==> src/rtl/graphic_lcd_draw_command_sequencer_assert.svh <==
// Assertion macros for the LCD command sequencer.
// Each macro expects clk and rst to be visible where it is used.
`ifndef GRAPHIC_LCD_DRAW_COMMAND_SEQUENCER_ASSERT_SVH
`define GRAPHIC_LCD_DRAW_COMMAND_SEQUENCER_ASSERT_SVH

// Property holds at every clock outside reset.
`define GLCD_ASSERT(lbl, prop, msg) \
  lbl: assert property (@(posedge clk) disable iff (rst) prop) else $error(msg);

// Condition never occurs outside reset.
`define GLCD_NEVER(lbl, cond, msg) \
  lbl: assert property (@(posedge clk) disable iff (rst) !(cond)) else $error(msg);

`endif

==> src/rtl/glcd_pkg.sv <==
// ----------------------------------------------------------------------------
// glcd_pkg
// Types, command codes and register indexes for the LCD command sequencer.
// ----------------------------------------------------------------------------
package glcd_pkg;

  typedef enum logic [1:0] {
    KIND_PIXEL  = 2'd0,
    KIND_RASTER = 2'd1,
    KIND_CHAR   = 2'd2,
    KIND_BUFFER = 2'd3
  } kind_t;

  localparam logic [1:0] BUF_CHOICE_A    = 2'd0;
  localparam logic [1:0] BUF_CHOICE_B    = 2'd1;
  localparam logic [1:0] BUF_CHOICE_FLIP = 2'd2;

  localparam logic [2:0] CFG_ROW_BYTES   = 3'd0;
  localparam logic [2:0] CFG_GFX_START_A = 3'd1;
  localparam logic [2:0] CFG_GFX_START_B = 3'd2;
  localparam logic [2:0] CFG_TXT_START_A = 3'd3;
  localparam logic [2:0] CFG_TXT_START_B = 3'd4;

  localparam logic [7:0]  ROW_BYTES_RESET   = 8'd32;
  localparam logic [15:0] GFX_START_A_RESET = 16'd0;
  localparam logic [15:0] GFX_START_B_RESET = 16'd3072;
  localparam logic [15:0] TXT_START_A_RESET = 16'd2048;
  localparam logic [15:0] TXT_START_B_RESET = 16'd5120;

  localparam logic [7:0] CMD_SET_ADDRESS  = 8'h24;
  localparam logic [7:0] CMD_BIT_SET      = 8'hF8;
  localparam logic [7:0] CMD_DATA_WRITE   = 8'hC4;
  localparam logic [7:0] CMD_GRAPHIC_HOME = 8'h42;
  localparam logic [7:0] CMD_TEXT_HOME    = 8'h40;
  localparam logic [7:0] CHAR_OFFSET      = 8'h20;

  localparam int GLCD_QUEUE_DEPTH = 4;

  typedef struct packed {
    kind_t       kind;
    logic [7:0]  x_coord;
    logic [7:0]  y_coord;
    logic [7:0]  value;
    logic [1:0]  buffer_choice;
  } req_t;

  typedef struct packed {
    logic [7:0] out_byte;
    logic       is_command;
    logic       last;
  } res_t;

  // Classified request: first address, second address (text home), data byte.
  typedef struct packed {
    kind_t       kind;
    logic [15:0] addr_a;
    logic [15:0] addr_b;
    logic [7:0]  data;
  } entry_t;

  function automatic logic [2:0] last_step(kind_t k);
    logic [2:0] r;
    unique case (k)
      KIND_PIXEL:  r = 3'd3;
      KIND_RASTER: r = 3'd4;
      KIND_CHAR:   r = 3'd4;
      KIND_BUFFER: r = 3'd5;
      default:     r = 3'd5;
    endcase
    return r;
  endfunction

endpackage

==> src/rtl/glcd_front.sv <==
// ----------------------------------------------------------------------------
// glcd_front
// Holds configuration and the draw buffer, resolves each request's addresses.
// ----------------------------------------------------------------------------
module glcd_front
  import glcd_pkg::*;
(
  input  logic        clk,
  input  logic        rst,
  input  logic        cfg_write,
  input  logic [2:0]  cfg_index,
  input  logic [15:0] cfg_data,
  input  logic        accept,
  input  req_t        req,
  output entry_t      entry
);

  logic [7:0]  row_bytes;
  logic [15:0] gfx_start_a;
  logic [15:0] gfx_start_b;
  logic [15:0] txt_start_a;
  logic [15:0] txt_start_b;
  logic        draw_buffer;
  logic        draw_buffer_next;
  logic        sel;
  logic [15:0] cur_g;
  logic [15:0] cur_t;
  logic [15:0] sel_g;
  logic [15:0] sel_t;
  logic [15:0] prod;

  always_ff @(posedge clk) begin
    if (rst) begin
      row_bytes   <= ROW_BYTES_RESET;
      gfx_start_a <= GFX_START_A_RESET;
      gfx_start_b <= GFX_START_B_RESET;
      txt_start_a <= TXT_START_A_RESET;
      txt_start_b <= TXT_START_B_RESET;
    end else if (cfg_write) begin
      unique case (cfg_index)
        CFG_ROW_BYTES:   row_bytes   <= cfg_data[7:0];
        CFG_GFX_START_A: gfx_start_a <= cfg_data;
        CFG_GFX_START_B: gfx_start_b <= cfg_data;
        CFG_TXT_START_A: txt_start_a <= cfg_data;
        CFG_TXT_START_B: txt_start_b <= cfg_data;
        default: ;
      endcase
    end
  end

  always_comb begin
    priority if (req.buffer_choice == BUF_CHOICE_A) begin
      sel = 1'b0;
    end else if (req.buffer_choice == BUF_CHOICE_B) begin
      sel = 1'b1;
    end else begin
      sel = draw_buffer;
    end
    cur_g = draw_buffer ? gfx_start_b : gfx_start_a;
    cur_t = draw_buffer ? txt_start_b : txt_start_a;
    sel_g = sel ? gfx_start_b : gfx_start_a;
    sel_t = sel ? txt_start_b : txt_start_a;
    prod  = {8'd0, req.y_coord} * {8'd0, row_bytes};

    draw_buffer_next = draw_buffer;
    if (accept && req.kind == KIND_BUFFER) begin
      draw_buffer_next = (req.buffer_choice == BUF_CHOICE_FLIP) ? ~sel : sel;
    end

    entry.kind   = req.kind;
    entry.addr_b = sel_t;
    unique case (req.kind)
      KIND_PIXEL: begin
        entry.addr_a = prod + {11'd0, req.x_coord[7:3]} + cur_g;
        entry.data   = CMD_BIT_SET | {5'd0, ~req.x_coord[2:0]};
      end
      KIND_RASTER: begin
        entry.addr_a = prod + {11'd0, req.x_coord[7:3]} + cur_g;
        entry.data   = req.value;
      end
      KIND_CHAR: begin
        entry.addr_a = prod + {8'd0, req.x_coord} + cur_t;
        entry.data   = req.value - CHAR_OFFSET;
      end
      default: begin
        entry.addr_a = sel_g;
        entry.data   = req.value;
      end
    endcase
  end

  always_ff @(posedge clk) begin
    if (rst) begin
      draw_buffer <= 1'b0;
    end else begin
      draw_buffer <= draw_buffer_next;
    end
  end

endmodule

==> src/rtl/glcd_queue.sv <==
// ----------------------------------------------------------------------------
// glcd_queue
// Small FIFO of classified requests between front and back.
// ----------------------------------------------------------------------------
module glcd_queue
  import glcd_pkg::*;
#(
  parameter int DEPTH = GLCD_QUEUE_DEPTH
) (
  input  logic   clk,
  input  logic   rst,
  input  logic   push,
  input  entry_t push_entry,
  output logic   full,
  input  logic   pop,
  output logic   head_valid,
  output entry_t head
);

  `include "graphic_lcd_draw_command_sequencer_assert.svh"

  localparam int PTR_W = (DEPTH > 1) ? $clog2(DEPTH) : 1;
  localparam int CNT_W = $clog2(DEPTH + 1);

  entry_t             slots [DEPTH];
  logic [PTR_W-1:0]   wr_ptr;
  logic [PTR_W-1:0]   rd_ptr;
  logic [CNT_W-1:0]   count;

  assign full       = (count == CNT_W'(DEPTH));
  assign head_valid = (count != '0);
  assign head       = slots[rd_ptr];

  always_ff @(posedge clk) begin
    if (push) begin
      slots[wr_ptr] <= push_entry;
    end
  end

  always_ff @(posedge clk) begin
    if (rst) begin
      wr_ptr <= '0;
      rd_ptr <= '0;
      count  <= '0;
    end else begin
      if (push) begin
        wr_ptr <= (wr_ptr == PTR_W'(DEPTH - 1)) ? '0 : wr_ptr + 1'b1;
      end
      if (pop) begin
        rd_ptr <= (rd_ptr == PTR_W'(DEPTH - 1)) ? '0 : rd_ptr + 1'b1;
      end
      unique case ({push, pop})
        2'b10:   count <= count + 1'b1;
        2'b01:   count <= count - 1'b1;
        default: count <= count;
      endcase
    end
  end

  `GLCD_NEVER(q_overflow, push && full && !pop, "queue push while full")
  `GLCD_NEVER(q_underflow, pop && !head_valid, "queue pop while empty")
  `GLCD_ASSERT(q_count_up, push && !pop |=> count == $past(count) + 1'b1, "queue count slip")

endmodule

==> src/rtl/glcd_back.sv <==
// ----------------------------------------------------------------------------
// glcd_back
// Steps through each classified request and drives the output byte register.
// ----------------------------------------------------------------------------
module glcd_back
  import glcd_pkg::*;
(
  input  logic   clk,
  input  logic   rst,
  input  logic   head_valid,
  input  entry_t head,
  output logic   pop,
  output logic   out_valid,
  input  logic   out_ready,
  output res_t   out_data
);

  `include "graphic_lcd_draw_command_sequencer_assert.svh"

  entry_t     cur;
  logic       busy;
  logic [2:0] step;
  logic       load;
  logic       at_last;
  res_t       beat;

  assign load    = busy && (!out_valid || out_ready);
  assign at_last = (step == last_step(cur.kind));
  assign pop     = head_valid && (!busy || (load && at_last));

  always_comb begin
    beat.last = at_last;
    unique case (step)
      3'd0: begin
        beat.out_byte   = cur.addr_a[7:0];
        beat.is_command = 1'b0;
      end
      3'd1: begin
        beat.out_byte   = cur.addr_a[15:8];
        beat.is_command = 1'b0;
      end
      3'd2: begin
        beat.out_byte   = (cur.kind == KIND_BUFFER) ? CMD_GRAPHIC_HOME : CMD_SET_ADDRESS;
        beat.is_command = 1'b1;
      end
      3'd3: begin
        beat.out_byte   = (cur.kind == KIND_BUFFER) ? cur.addr_b[7:0] : cur.data;
        beat.is_command = (cur.kind == KIND_PIXEL);
      end
      3'd4: begin
        beat.out_byte   = (cur.kind == KIND_BUFFER) ? cur.addr_b[15:8] : CMD_DATA_WRITE;
        beat.is_command = (cur.kind != KIND_BUFFER);
      end
      3'd5: begin
        beat.out_byte   = CMD_TEXT_HOME;
        beat.is_command = 1'b1;
      end
      default: begin
        beat.out_byte   = '0;
        beat.is_command = 1'b0;
      end
    endcase
  end

  always_ff @(posedge clk) begin
    if (pop) begin
      cur <= head;
    end
    if (load) begin
      out_data <= beat;
    end
  end

  always_ff @(posedge clk) begin
    if (rst) begin
      busy      <= 1'b0;
      step      <= '0;
      out_valid <= 1'b0;
    end else begin
      if (pop) begin
        busy <= 1'b1;
        step <= '0;
      end else if (load) begin
        busy <= !at_last;
        step <= step + 1'b1;
      end
      if (load) begin
        out_valid <= 1'b1;
      end else if (out_ready) begin
        out_valid <= 1'b0;
      end
    end
  end

  `GLCD_ASSERT(b_step_bound, busy |-> step <= last_step(cur.kind), "step past request end")
  `GLCD_ASSERT(b_last_end, load && beat.last |=> !busy || $past(pop), "last beat not closing")
  `GLCD_NEVER(b_pop_midway, busy && pop && !(load && at_last), "pop during a request")

endmodule

==> src/rtl/graphic_lcd_draw_command_sequencer.sv <==
// ----------------------------------------------------------------------------
// graphic_lcd_draw_command_sequencer
// Draw requests in, tagged display controller bytes out.
// ----------------------------------------------------------------------------
// Usage:
//   in_valid/in_ready/in_data carry one draw request per beat (set pixel,
//   raster byte, character, buffer select). out_valid/out_ready/out_data
//   carry one controller byte per beat with its command flag; last marks
//   the final byte of a request.
//   cfg_valid/cfg_ready/cfg_index/cfg_data write the row pitch and the four
//   base addresses; cfg_ready is always high. Write only while idle.
//   A request yields 4 (pixel), 5 (raster, character) or 6 (buffer) bytes,
//   one per cycle from the output register while the receiver is ready, as
//   set by the byte stepper in the back end. After acceptance a request
//   passes through the queue and the current-request register first.
//   The front resolves addresses on acceptance and queues up to
//   QUEUE_DEPTH requests, so it keeps accepting while the receiver stalls;
//   in_ready drops only when the queue is full.
//   Reset restores the register defaults and selects buffer A, empties the
//   queue and drops out_valid. No clearing pass is needed.
// ----------------------------------------------------------------------------
module graphic_lcd_draw_command_sequencer
  import glcd_pkg::*;
#(
  parameter int QUEUE_DEPTH = GLCD_QUEUE_DEPTH
) (
  input  logic        clk,
  input  logic        rst,
  input  logic        in_valid,
  output logic        in_ready,
  input  req_t        in_data,
  output logic        out_valid,
  input  logic        out_ready,
  output res_t        out_data,
  input  logic        cfg_valid,
  output logic        cfg_ready,
  input  logic [2:0]  cfg_index,
  input  logic [15:0] cfg_data
);

  logic   accept;
  logic   full;
  logic   pop;
  logic   head_valid;
  entry_t entry;
  entry_t head;

  assign cfg_ready = 1'b1;
  assign in_ready  = !full;
  assign accept    = in_valid && in_ready;

  glcd_front u_front (
    .clk       (clk),
    .rst       (rst),
    .cfg_write (cfg_valid && cfg_ready),
    .cfg_index (cfg_index),
    .cfg_data  (cfg_data),
    .accept    (accept),
    .req       (in_data),
    .entry     (entry)
  );

  glcd_queue #(
    .DEPTH (QUEUE_DEPTH)
  ) u_queue (
    .clk        (clk),
    .rst        (rst),
    .push       (accept),
    .push_entry (entry),
    .full       (full),
    .pop        (pop),
    .head_valid (head_valid),
    .head       (head)
  );

  glcd_back u_back (
    .clk        (clk),
    .rst        (rst),
    .head_valid (head_valid),
    .head       (head),
    .pop        (pop),
    .out_valid  (out_valid),
    .out_ready  (out_ready),
    .out_data   (out_data)
  );

endmodule

==> config.mk <==
export PLATFORM = sky130hd
export DESIGN_NAME = graphic_lcd_draw_command_sequencer
export DESIGN_NICKNAME = d
export VERILOG_FILES = /design/src/rtl/glcd_pkg.sv /design/src/rtl/glcd_front.sv /design/src/rtl/glcd_queue.sv /design/src/rtl/glcd_back.sv /design/src/rtl/graphic_lcd_draw_command_sequencer.sv
export VERILOG_INCLUDE_DIRS = /design/src /design/src/rtl
export SDC_FILE = /design/constraint.sdc
export NUM_CORES = 1
export LEC_CHECK = 0
export ABC_CLOCK_PERIOD_IN_PS = 10700
export BUFFER_PORTS_ARGS = -buffer_cell sky130_fd_sc_hd__buf_4
export CELL_PAD_IN_SITES_DETAIL_PLACEMENT = 1
export CELL_PAD_IN_SITES_GLOBAL_PLACEMENT = 1
export CORE_MARGIN = 1.5
export CORE_UTILIZATION = 43
export CTS_BUF_LIST = sky130_fd_sc_hd__clkbuf_4
export CTS_CLUSTER_SIZE = 12
export DETAILED_ROUTE_END_ITERATION = 6
export PLACE_DENSITY = 0.75
export SYNTH_ARGS = -nofsm -noshare
export SYNTH_HDL_FRONTEND = slang
export SYNTH_SLANG_ARGS = --single-unit
==> constraint.sdc <==
create_clock -name clk -period 10.7 [get_ports clk]
set_input_delay 1.07 -clock clk [delete_from_list [all_inputs] [get_ports clk]]
set_output_delay 1.07 -clock clk [all_outputs]
set_load 0.01 [all_outputs]
==> impl_metrics.toml <==
[outcome]
status = "complete, no violations"

[clock_tree]
cts_buffers = 83
clk_pin_slew_ns = 0.06
insertion_delay_ns = 0.77
clock-sinks = 305
post-cts-setup-buffer-count = 0
postCtsHoldBufs = 0
cts_max_path_buffers = 3
cts_repair_resize_count = 0
cts-root-buf = "clkbuf_4"
cts_tree = "built"
htreeDepth = 3

[job]
maxCapViolations = 0

[power]
p_switching_mw = 1.14
swShare_pct = 31.6
p_leak_nw = 7.29
power.share.sequential_pct = 45.7
internal_power_mw = 2.47
power_mw = 3.61
pwr-share-comb_pct = 25.0
pwr-share-clk_pct = 29.3
ir_drop_mv = 0.0941
power_density_nw_per_um2 = 196

[critical_path]
crit_path_end_kind = "flip-flop"
path_class = "in -> reg"
cp.arrival_ns = 6.91
critPathTopFamily = "adder cells"
max_stage_delay_ns = 0.49
crit_fanout = 8
cp_data_required_time_ns = 11.16
worstPathBufferInverterCount = 6
crit_slowest_cell = "fa_1"
critPathLaunchType = "primary input"
rrSetupSlack_ns = 4.27

[floorplanning]
die_w_um = 198
die_y_um = 198
core_area_sq_um = 37500
io_pins = 65
start_util_pct = 43.5
die_area_sq_um = 39100
core.rowCount = 71

[logic_synthesis]
synthDistinctLibCells = 52
syn-mean-instance-area_sq_um = 12.0
yosysMostFrequentCell = "edfxtp_1"
syn_area_sq_um = 16300
syn-instance-count = 1362
synth_commonest_cells = "edfxtp_1, nand2_1, a21oi_1"
synth-main-ff-cell = "edfxtp_1"
synth-seq-cells = 305
syn_nets = 1558
yosysTopAreaCell = "edfxtp_1"
netlist.area_leader.share_pct = 40.5
synth_warnings = 0
synthArstFlopShare_pct = 0
synth_edf_count = 220
yosys-top-cells-area = "edfxtp_1, dfxtp_1, ha_1"
yosysSeqAreaShare_pct = 51.0

[global_route]
grt_pass1_vias = 12100
grt-ovfl-total = 0
grt_pass1_wl_mm = 66.7
antenna_found_initial = 2
grt.total_usage_pct = 22.5
grt_max_degree = 84

[timing]
fin_setup_tns_ns = 0
worst_pin_slew_ns = 1.04
hold_violations = 0
finalCritPeriodShare_pct = 60.3
period_needed_ns = 6.45
max_freq_ghz = 0.155
finClkSkew_ns = 0.0460
drv_slew = 0
report.final.setup_viol = 0
slew_headroom_pct = 30.8
grt_setup_unrepaired = "no"

[placement]
dp_hpwl_mm = 29.7
routabilityCongestion = 0.831
port_buffers = 63

[detailed_routing]
ant_nets = 0
drt_first_pass_iters = 5
vias = 10900
wl_per_cell_um = 20.5
vias_per_cell = 5.33
first_iter_violations = 584
totalWireLength_mm = 41.9
drc = 0

[final_layout]
syn_to_final_growth_pct = 12.8
drive_above_1_share_pct = 20.6
nets = 1662

[hold_path]
hold_path.class = "reg -> reg"
==> cells by family (layout without fill, tap and decap cells) <==
family,count (synthesis),after routing,synth area share [%]
xor gates and xnor gates,46,46,2.56
AOI/OAI and AO/OA,203,203,7.34
DFF,305,305,51.0
buffers and inverters,163,329,3.80
other,1,4,0.0230
muxes,125,125,11.3
and+or+nand+nor,375,375,10.6
adders and majority gates,144,144,13.4
==> registers in the layout, indices dropped and copies added (netlist names) <==
| name | count |
|---|---|
| u_front.row_bytes | 8 |
| u_queue.slots | 168 |
| u_front.gfx_start_a | 16 |
| u_queue.wr_ptr | 2 |
| u_back.busy | 1 |
| u_back.step | 3 |
| u_front.txt_start_b | 16 |
| u_front.draw_buffer | 1 |
| u_front.gfx_start_b | 16 |
| u_back.out_data | 10 |
| u_queue.rd_ptr | 2 |
| u_queue.count | 3 |
| u_back.out_valid | 1 |
| u_front.txt_start_a | 16 |
| u_back.cur | 42 |
==> routing by layer <==
layer | track usage [%] | vias up | wire length [um]
met2 | 40.4 | 228 | 21700
li1 | - | 5073 | -
met4 | 8.11 | 0 | 928
met5 | 0 | - | 0
met1 | 27.2 | 5516 | 17700
met3 | 3.61 | 68 | 1530
==> power groups by stage <==
stage | logic [mW] | registers [mW] | clock network (mW)
6_report | 0.901 | 1.65 | 1.06
5_1_grt | 0.982 | 1.67 | 1.15
4_1_cts | 0.914 | 1.65 | 1.09
3_5_place_dp | 0.903 | 1.68 | 0
3_3_place_gp | 0.854 | 1.66 | 0
2_1_floorplan | 0.603 | 1.64 | 0
==> cells in the final DEF, fill, tap and decap left out, drive strengths merged, types with 10 or more instances in the layout <==
cell / instances
a21oi: 112
and2: 59
and3: 10
buf: 73
clkbuf: 121
clkinv: 21
dfxtp: 85
edfxtp: 220
fa: 52
ha: 92
inv: 112
mux2: 47
mux2i: 36
mux4: 42
nand2: 201
nand3: 11
nor2: 44
o211ai: 16
o21ai: 31
xnor2: 25
xor2: 20
==> worst reg2reg max path: cells and delay by family, from the launching register on <==
| family | cells | cell delay, ns |
|---|---|---|
| xor gates and xnor gates | 2 | 0.65 |
| DFF | 1 | 0.51 |
| buffers and inverters | 5 | 0.27 |
| AOI/OAI and AO/OA | 5 | 1.04 |
| adders and majority gates | 7 | 3.02 |
| and+or+nand+nor | 3 | 0.66 |
==> through the flow <==
stage	std cells	hold WS, ns	setup slack [ns]	util, %	cell area, sq um
2_1_floorplan	1362	0.443	4.09	-	16300
3_3_place_gp	1892	0.452	3.65	46.2	17300
3_5_place_dp	1892	0.459	3.49	46.2	17300
4_1_cts	2039	0.466	4.26	49.0	18400
5_1_grt	2041	0.495	3.88	49.0	18400
6_report	2042	0.469	4.25	49.0	18400
==> area by class of cell <==
class                           instances  area [sq um]
Clock buffer                          121           908
Antenna cell                            3          7.51
Timing Repair Buffer                   73           548
Inverter                              109           409
Sequential cell                       305          8310
Fill cell                            4024         19100
Tap cell                              511           639
Multi-Input combinational cell        894          7400
Clock inverter                         26           159
==> worst paths after layout <==
kind,end,startpoint,cells after the start
max,u_queue.slots[2][39]$_DFFE_PP_,in_data[13],25
min,u_front.txt_start_a[0]$_SDFFE_PP0P_,u_front.txt_start_a[0]$_SDFFE_PP0P_,2
max reg2reg,u_queue.slots[2][39]$_DFFE_PP_,u_front.row_bytes[2]$_SDFFE_PP0P_,22
min reg2reg,u_front.txt_start_a[0]$_SDFFE_PP0P_,u_front.txt_start_a[0]$_SDFFE_PP0P_,2
No activity file was read; power rests on OpenSTA's default activity.
